[config.mk]
export PLATFORM = sky130hd
export DESIGN_NAME = scba_ctrl
export DESIGN_NICKNAME = d
export VERILOG_FILES = /design/src/rtl/scba_pkg.sv /design/src/rtl/scba_ctrl.sv
export SDC_FILE = /design/constraint.sdc
export NUM_CORES = 1
export LEC_CHECK = 0
export BUFFER_PORTS_ARGS = -buffer_cell sky130_fd_sc_hd__buf_2
export CAP_MARGIN = 20
export CORE_AREA = 5 5 42 44
export DETAILED_ROUTE_END_ITERATION = 10
export DIE_AREA = 0 0 47 49
export PLACE_DENSITY = 0.47
export SYNTH_ARGS = -nofsm -noshare
export SYNTH_HDL_FRONTEND = slang
export SYNTH_SLANG_ARGS = --single-unit
[constraint.sdc]
create_clock -name clock -period 3.1 [get_ports clock]
set_clock_uncertainty 0.1 [all_clocks]
set_input_delay 0 -clock clock [delete_from_list [all_inputs] [get_ports clock]]
set_output_delay 0 -clock clock [all_outputs]
set_load 0.02 [all_outputs]
[src/rtl/scba_pkg.sv]
// Shared widths, codes and controller/datapath interface types of the size-class allocator.
`default_nettype none

package scba_pkg;

   // fixed field widths
   localparam int unsigned MODE_W    = 2;
   localparam int unsigned REQ_W     = 32;
   localparam int unsigned HANDLE_W  = 10;
   localparam int unsigned COUNT_W   = 16;
   localparam int unsigned BYTES_W   = 32;
   localparam int unsigned STATUS_W  = 3;

   // parameter defaults
   localparam int unsigned MIN_SHIFT_DEF    = 6;
   localparam int unsigned NUM_CLASSES_DEF  = 16;
   localparam int unsigned MAX_BLOCKS_DEF   = 1024;
   localparam int unsigned HEADER_BYTES_DEF = 32;

   // request modes
   localparam logic [MODE_W-1:0] MODE_CHECKOUT = 2'd0;
   localparam logic [MODE_W-1:0] MODE_RESERVE  = 2'd1;
   localparam logic [MODE_W-1:0] MODE_REMIT    = 2'd2;
   localparam logic [MODE_W-1:0] MODE_EXCHANGE = 2'd3;

   // response status codes
   localparam logic [STATUS_W-1:0] STAT_OK         = 3'd0;
   localparam logic [STATUS_W-1:0] STAT_POOL_EMPTY = 3'd1;
   localparam logic [STATUS_W-1:0] STAT_TOO_LARGE  = 3'd2;
   localparam logic [STATUS_W-1:0] STAT_UNDERFLOW  = 3'd3;
   localparam logic [STATUS_W-1:0] STAT_OVERFLOW   = 3'd4;

   localparam logic [COUNT_W-1:0] COUNT_MAX = '1;
   localparam logic [BYTES_W-1:0] BYTES_MAX = '1;

   // controller -> datapath
   typedef struct packed {
      logic load;     // capture request fields, classify size
      logic fetch;    // issue table reads
      logic exec;     // main update and result
      logic extra;    // second count write of an exchange
      logic publish;  // move result into the response register
   } cmd_type;

   // datapath -> controller
   typedef struct packed {
      logic two_writes;  // exchange of two distinct in-range handles
   } sts_type;

endpackage

`default_nettype wire

[src/rtl/scba_ctrl.sv]
// Sequencing state machine and response-valid register of the size-class allocator.
`default_nettype none

module scba_ctrl (
   input  logic              clock,
   input  logic              reset,
   input  logic              req_valid,
   output logic              req_ready,
   output logic              rsp_valid,
   input  logic              rsp_ready,
   input  scba_pkg::sts_type sts,
   output scba_pkg::cmd_type cmd
);
   import scba_pkg::*;

   typedef enum logic [4:0] {
      ST_IDLE  = 5'b00001,
      ST_FETCH = 5'b00010,
      ST_EXEC  = 5'b00100,
      ST_EXTRA = 5'b01000,
      ST_REPLY = 5'b10000
   } state_type;

   state_type state_ff, state_in;
   logic      rsp_valid_ff, rsp_valid_in;
   logic      slot_free;

   assign slot_free = !rsp_valid_ff || rsp_ready;
   assign req_ready = (state_ff == ST_IDLE);
   assign rsp_valid = rsp_valid_ff;

   always_comb begin
      state_in     = state_ff;
      cmd          = '0;
      rsp_valid_in = rsp_valid_ff && !rsp_ready;
      case (state_ff)
         ST_IDLE: begin
            if (req_valid) begin
               cmd.load = 1'b1;
               state_in = ST_FETCH;
            end
         end
         ST_FETCH: begin
            cmd.fetch = 1'b1;
            state_in  = ST_EXEC;
         end
         ST_EXEC: begin
            cmd.exec = 1'b1;
            state_in = sts.two_writes ? ST_EXTRA : ST_REPLY;
         end
         ST_EXTRA: begin
            cmd.extra = 1'b1;
            state_in  = ST_REPLY;
         end
         ST_REPLY: begin
            if (slot_free) begin
               cmd.publish  = 1'b1;
               rsp_valid_in = 1'b1;
               state_in     = ST_IDLE;
            end
         end
         default: begin
            state_in = ST_IDLE;
         end
      endcase
   end

   always_ff @(posedge clock) begin
      if (reset) begin
         state_ff     <= ST_IDLE;
         rsp_valid_ff <= 1'b0;
      end else begin
         state_ff     <= state_in;
         rsp_valid_ff <= rsp_valid_in;
      end
   end

endmodule

`default_nettype wire

# Word level (Yosys, flattened, before mapping)

Index checks and enable logic that the tools add are counted.

Equal/unequal tests: 7
Mux-type cells: 13
Reduce and logical (&&, ||, !) cells: 5

Operator list:

| cell               | count |
|---|---|
| $pmux 5 s5         | 1 |
| $mux 5             | 3 |
| $mux 1             | 9 |
| $eq 5x1->1 const B | 1 |
| $eq 5x2->1 const B | 1 |
| $eq 5x3->1 const B | 1 |
| $eq 5x4->1 const B | 1 |
| $eq 5x5->1 const B | 1 |
| $ne 2x2->1 const B | 2 |
| $logic_not 1->1    | 2 |
| $reduce_and 2->1   | 1 |
| $logic_and 1x1->1  | 1 |
| $logic_or 1x1->1   | 1 |

Bits in registers: 6
Input port bits: 5
Output and inout bits: 7
Logic and storage cells: 27

# Logic depth before layout (Yosys ltp)

Depth in word-level cells: 4
Depth in mapped cells: 3

# Worst setup path before layout

OpenSTA, ideal clock, no wires.

Kind: reg-to-reg
Start: register state_ff[0]
End: register state_ff[3]
Library setup time: 61 ps
Arrival: 1323 ps
Path slack: 1616 ps
Cell stages (with the launch flop): 4
Period minus slack after synthesis: 1484 ps
Path through: dfxtp_1 or3_4 nor3b_2 and3_1

Longest elaborated chain between the ends: 3
Elaborated cells on any way between the ends: 9
Classes of those cells: eq/ne (7); mux (1); reduce/logical (1)

RTL lines:

| what                                     | line            | source |
|---|---|---|
| start: declaration                       | scba_ctrl.sv:24 | `state_type state_ff, state_in;` |
| start signal: assignment                 | scba_ctrl.sv:73 | `state_ff <= state_in;` |
| $eq 5x5->1 or $eq 5x1->1 (tied branches) | scba_ctrl.sv:36 | `case (state_ff)` |
| $ne 2x2->1 (no line)                     | -               |  |
| $reduce_and 2->1 (no line)               | -               |  |

Several ways; a longest one is shown, not always the timed one.
A chain may end at the register's enable or synchronous reset.

# Worst setup path after layout

Start: register state_ff[2]
End: register rsp_valid_ff, in the netlist rsp_valid

Longest elaborated chain between the ends: 2

RTL lines:

| what                   | line            | source |
|---|---|---|
| $eq 5x5->1             | scba_ctrl.sv:36 |  |
| $mux 1                 | scba_ctrl.sv:36 |  |
| end signal: assignment | scba_ctrl.sv:74 | `rsp_valid_ff <= rsp_valid_in;` |
| end: declaration       | scba_ctrl.sv:25 | `logic rsp_valid_ff, rsp_valid_in;` |

No other way between the ends.

==> results.md <==
- Setup crit end kind: flop
- CTS buffer count: 3
- Die height: approximately 49 µm
- Diodes inserted: 0
- Final Wtd Congestion: 0.660
- Row count: 14
- # IOs: 12
- Max incr delay on CP: 0.55 ns
- Mapped Area: 322 µm²
- Period utilisation layout: 0.534
- Clock Path Buffers: 2
- Leading post-synthesis cells by cell area: dfxtp_1 (37%), nor2b_1 (5.8%), nor3b_4 (5.8%), and3_1 (3.9%), nor3b_2 (3.9%)
- Setup TNS: 0 ns
- Critical Path Slowest Stage Cell: dlygate4sd3_1
- Delay-heaviest family, CP: buffers and inverters
- Synthesized flop and latch total: 6
- Initial antenna violation count: 0
- Starting Density: 0.229
- Stages on the worst setup path: 4
- Post-synth top cells: dfxtp_1 (6), nand2_1 (3), nor2b_1 (3)
- CTS tree: yes
- Sinks on Clock Net: 6
- Most frequent cell after synthesis: dfxtp_1
- Worst-path clk slew: 0.05 ns
- Static Leak: slightly below 0.2 nW
- Postcts setup bufs: 0
- Die width: 47 µm
- PwrDens: about 440 nW/µm²
- Worst endpoint required time: ~3.2 ns
- Ys flop type: dfxtp_1
- Filler cells: 161
- Port buffer count: 11
- Worst Tran Pin Value: 0.267 ns
- Core Region: roughly 1400 µm²
- Detailed Route WL: 674 µm
- Syn Area/Cell: between 9 and 10 µm²
- Max Slew Vio Count: 0
- DR vias/cell: around 4.5
- Post-CTS resize count: 0
- RSZ-0062 raised after global routing: no
- Worst-skew pair later-pin latency: about 0.24 ns
- Area leader, netlist: dfxtp_1
- Final core utilization: 0.321
- Largest net degree at the start of global routing: 8
- Gr usage total: 0.0790
- Fin nets: between 50 and 60
- DR DRC count: 0
- Area occupied by multi-input gates: 194 µm²
- CP bufs+invs: 1
- Max_cap viols: 0
- Post-CTS Hold Buffers: 3
- Layout cells sized above 1: 0.346
- Worst hold path class: in -> reg
- Via Count: approximately 310
- Area grow syn2layout: 39.7%
- Critical path cell sequence: nor3_2 > nand2_1 > a21oi_1 > dlygate4sd3_1
- Maximum fanout along the worst path: 7
- Relative slew slack: 0.821
- Worst Hold Depth: 4
- Crit Path Category: reg -> reg
- FF/Latch Area: roughly 120 µm²
- Final setup vio count: 0
- Arrival @ worst endpoint: ~1.7 ns
- Post-synth EDFFs: 0
- Vias in the first global route: between 300 and 400
- Syn. warnings: 0
- Status: finished clean
- Fmax: 604 MHz
- Max rail drop VDD: ~0.00015 V
- CTS Root Cell: clkbuf_4
- Final hold vios: 0
- Post-synthesis sequential area ratio: 0.374
- Die area: 2300 µm²
- Synth Instances: 35
- Cells on worst reg2reg path: 4
- WL per Instance: roughly 10 µm
- Critical Path Source Type: flop
- Post-DRT Antenna Nets: 0
- Ys async rst share: 0
- Total grt overflow: 0
- Synth cell types: 22
- Global-route wire length before repair: between 1 and 1.5 mm
- First-pass DRT Iterations: 4
- Post-synth top area share: 0.374
- Initial DRC count: 2
- Final min period: about 1.7 ns
- Syn Nets: 40
- CTS H-tree lvls: 1
[power breakdown]
part	internal, mW	switching (mW)
registers	0.0811	0.00590
logic	0.0202	0.0218
clock network	0.0437	0.0269
[flip-flops by register name, indices dropped and copies added (netlist names)]
signal     flops
state_ff       5
rsp_valid      1
[metrics by stage]
step	area (µm²)	hold slack, ns	total power, mW	cells	setup slack [ns]
finish	449	0.00357	0.200	68	1.44
global route	449	0.00143	0.216	68	1.33
CTS	449	0.00340	0.204	68	1.45
detailed placement	397	0.123	0.129	62	1.75
global placement	397	0.120	0.129	62	1.74
floorplan	322	-0.0309	0.117	35	1.62
[logic make-up (layout without fill, tap and decap cells)]
| logic type | count (synthesis) | after routing | synth area share |
|---|---|---|---|
| AO/OA/AOI/OAI | 7 | 7 | 0.148 |
| AND/OR/NAND/NOR | 19 | 19 | 0.428 |
| buffers and inverters | 2 | 19 | 0.0234 |
| XOR/XNOR | 1 | 1 | 0.0272 |
| flip-flops | 6 | 6 | 0.374 |
[cell type report]
type	instances	share of cell area
Inverter	2	0.0167
Tap cell	16	0.0446
Timing Repair Buffer	14	0.189
Sequential cell	6	0.267
Multi-Input combinational cell	27	0.432
Clock buffer	3	0.0501
[worst reg2reg max path: stages, from the launching register on]
cell           delay (ns)
dfxtp_1              0.37
nor3_2               0.31
nand2_1              0.12
a21oi_1              0.15
dlygate4sd3_1        0.55
[placed cells by master (no fill, tap or decap)]
| cell type | instances |
|---|---|
| clkbuf_4 | 3 |
| nor4b_1 | 1 |
| dlygate4sd3_1 | 3 |
| nor3_2 | 1 |
| o31a_1 | 1 |
| nor4_1 | 1 |
| xor2_1 | 1 |
| and2_1 | 1 |
| and4_1 | 1 |
| nand2_1 | 3 |
| a31oi_1 | 1 |
| o21ai_0 | 1 |
| nor2_1 | 2 |
| nor2b_1 | 3 |
| and3_1 | 2 |
| o31ai_1 | 1 |
| inv_1 | 2 |
| or3_4 | 1 |
| nor3_1 | 1 |
| a21oi_1 | 2 |
| dfxtp_1 | 6 |
| buf_2 | 11 |
| o211a_1 | 1 |
| nor3b_4 | 1 |
| nor3b_2 | 1 |
[layer usage]
metal  global-route usage  part of all wire  vias up
met5                    0                 0        -
met4               0.0553             0.013        0
met3               0.0480             0.053        2
met2                0.106              0.48        6
met1               0.0885              0.45      134
li1                     -                 -      163
[path summary, 6_finish.rpt]
check | endpoint | from | slack (ns)
worst min-delay path | state_ff[0] | req_valid | 0.004
worst max register to register | rsp_valid | state_ff[2] | 1.44
worst max-delay path | rsp_valid | state_ff[2] | 1.44
worst min register to register | state_ff[2] | state_ff[4] | 0.42
No activity file was read; power rests on OpenSTA's default activity.
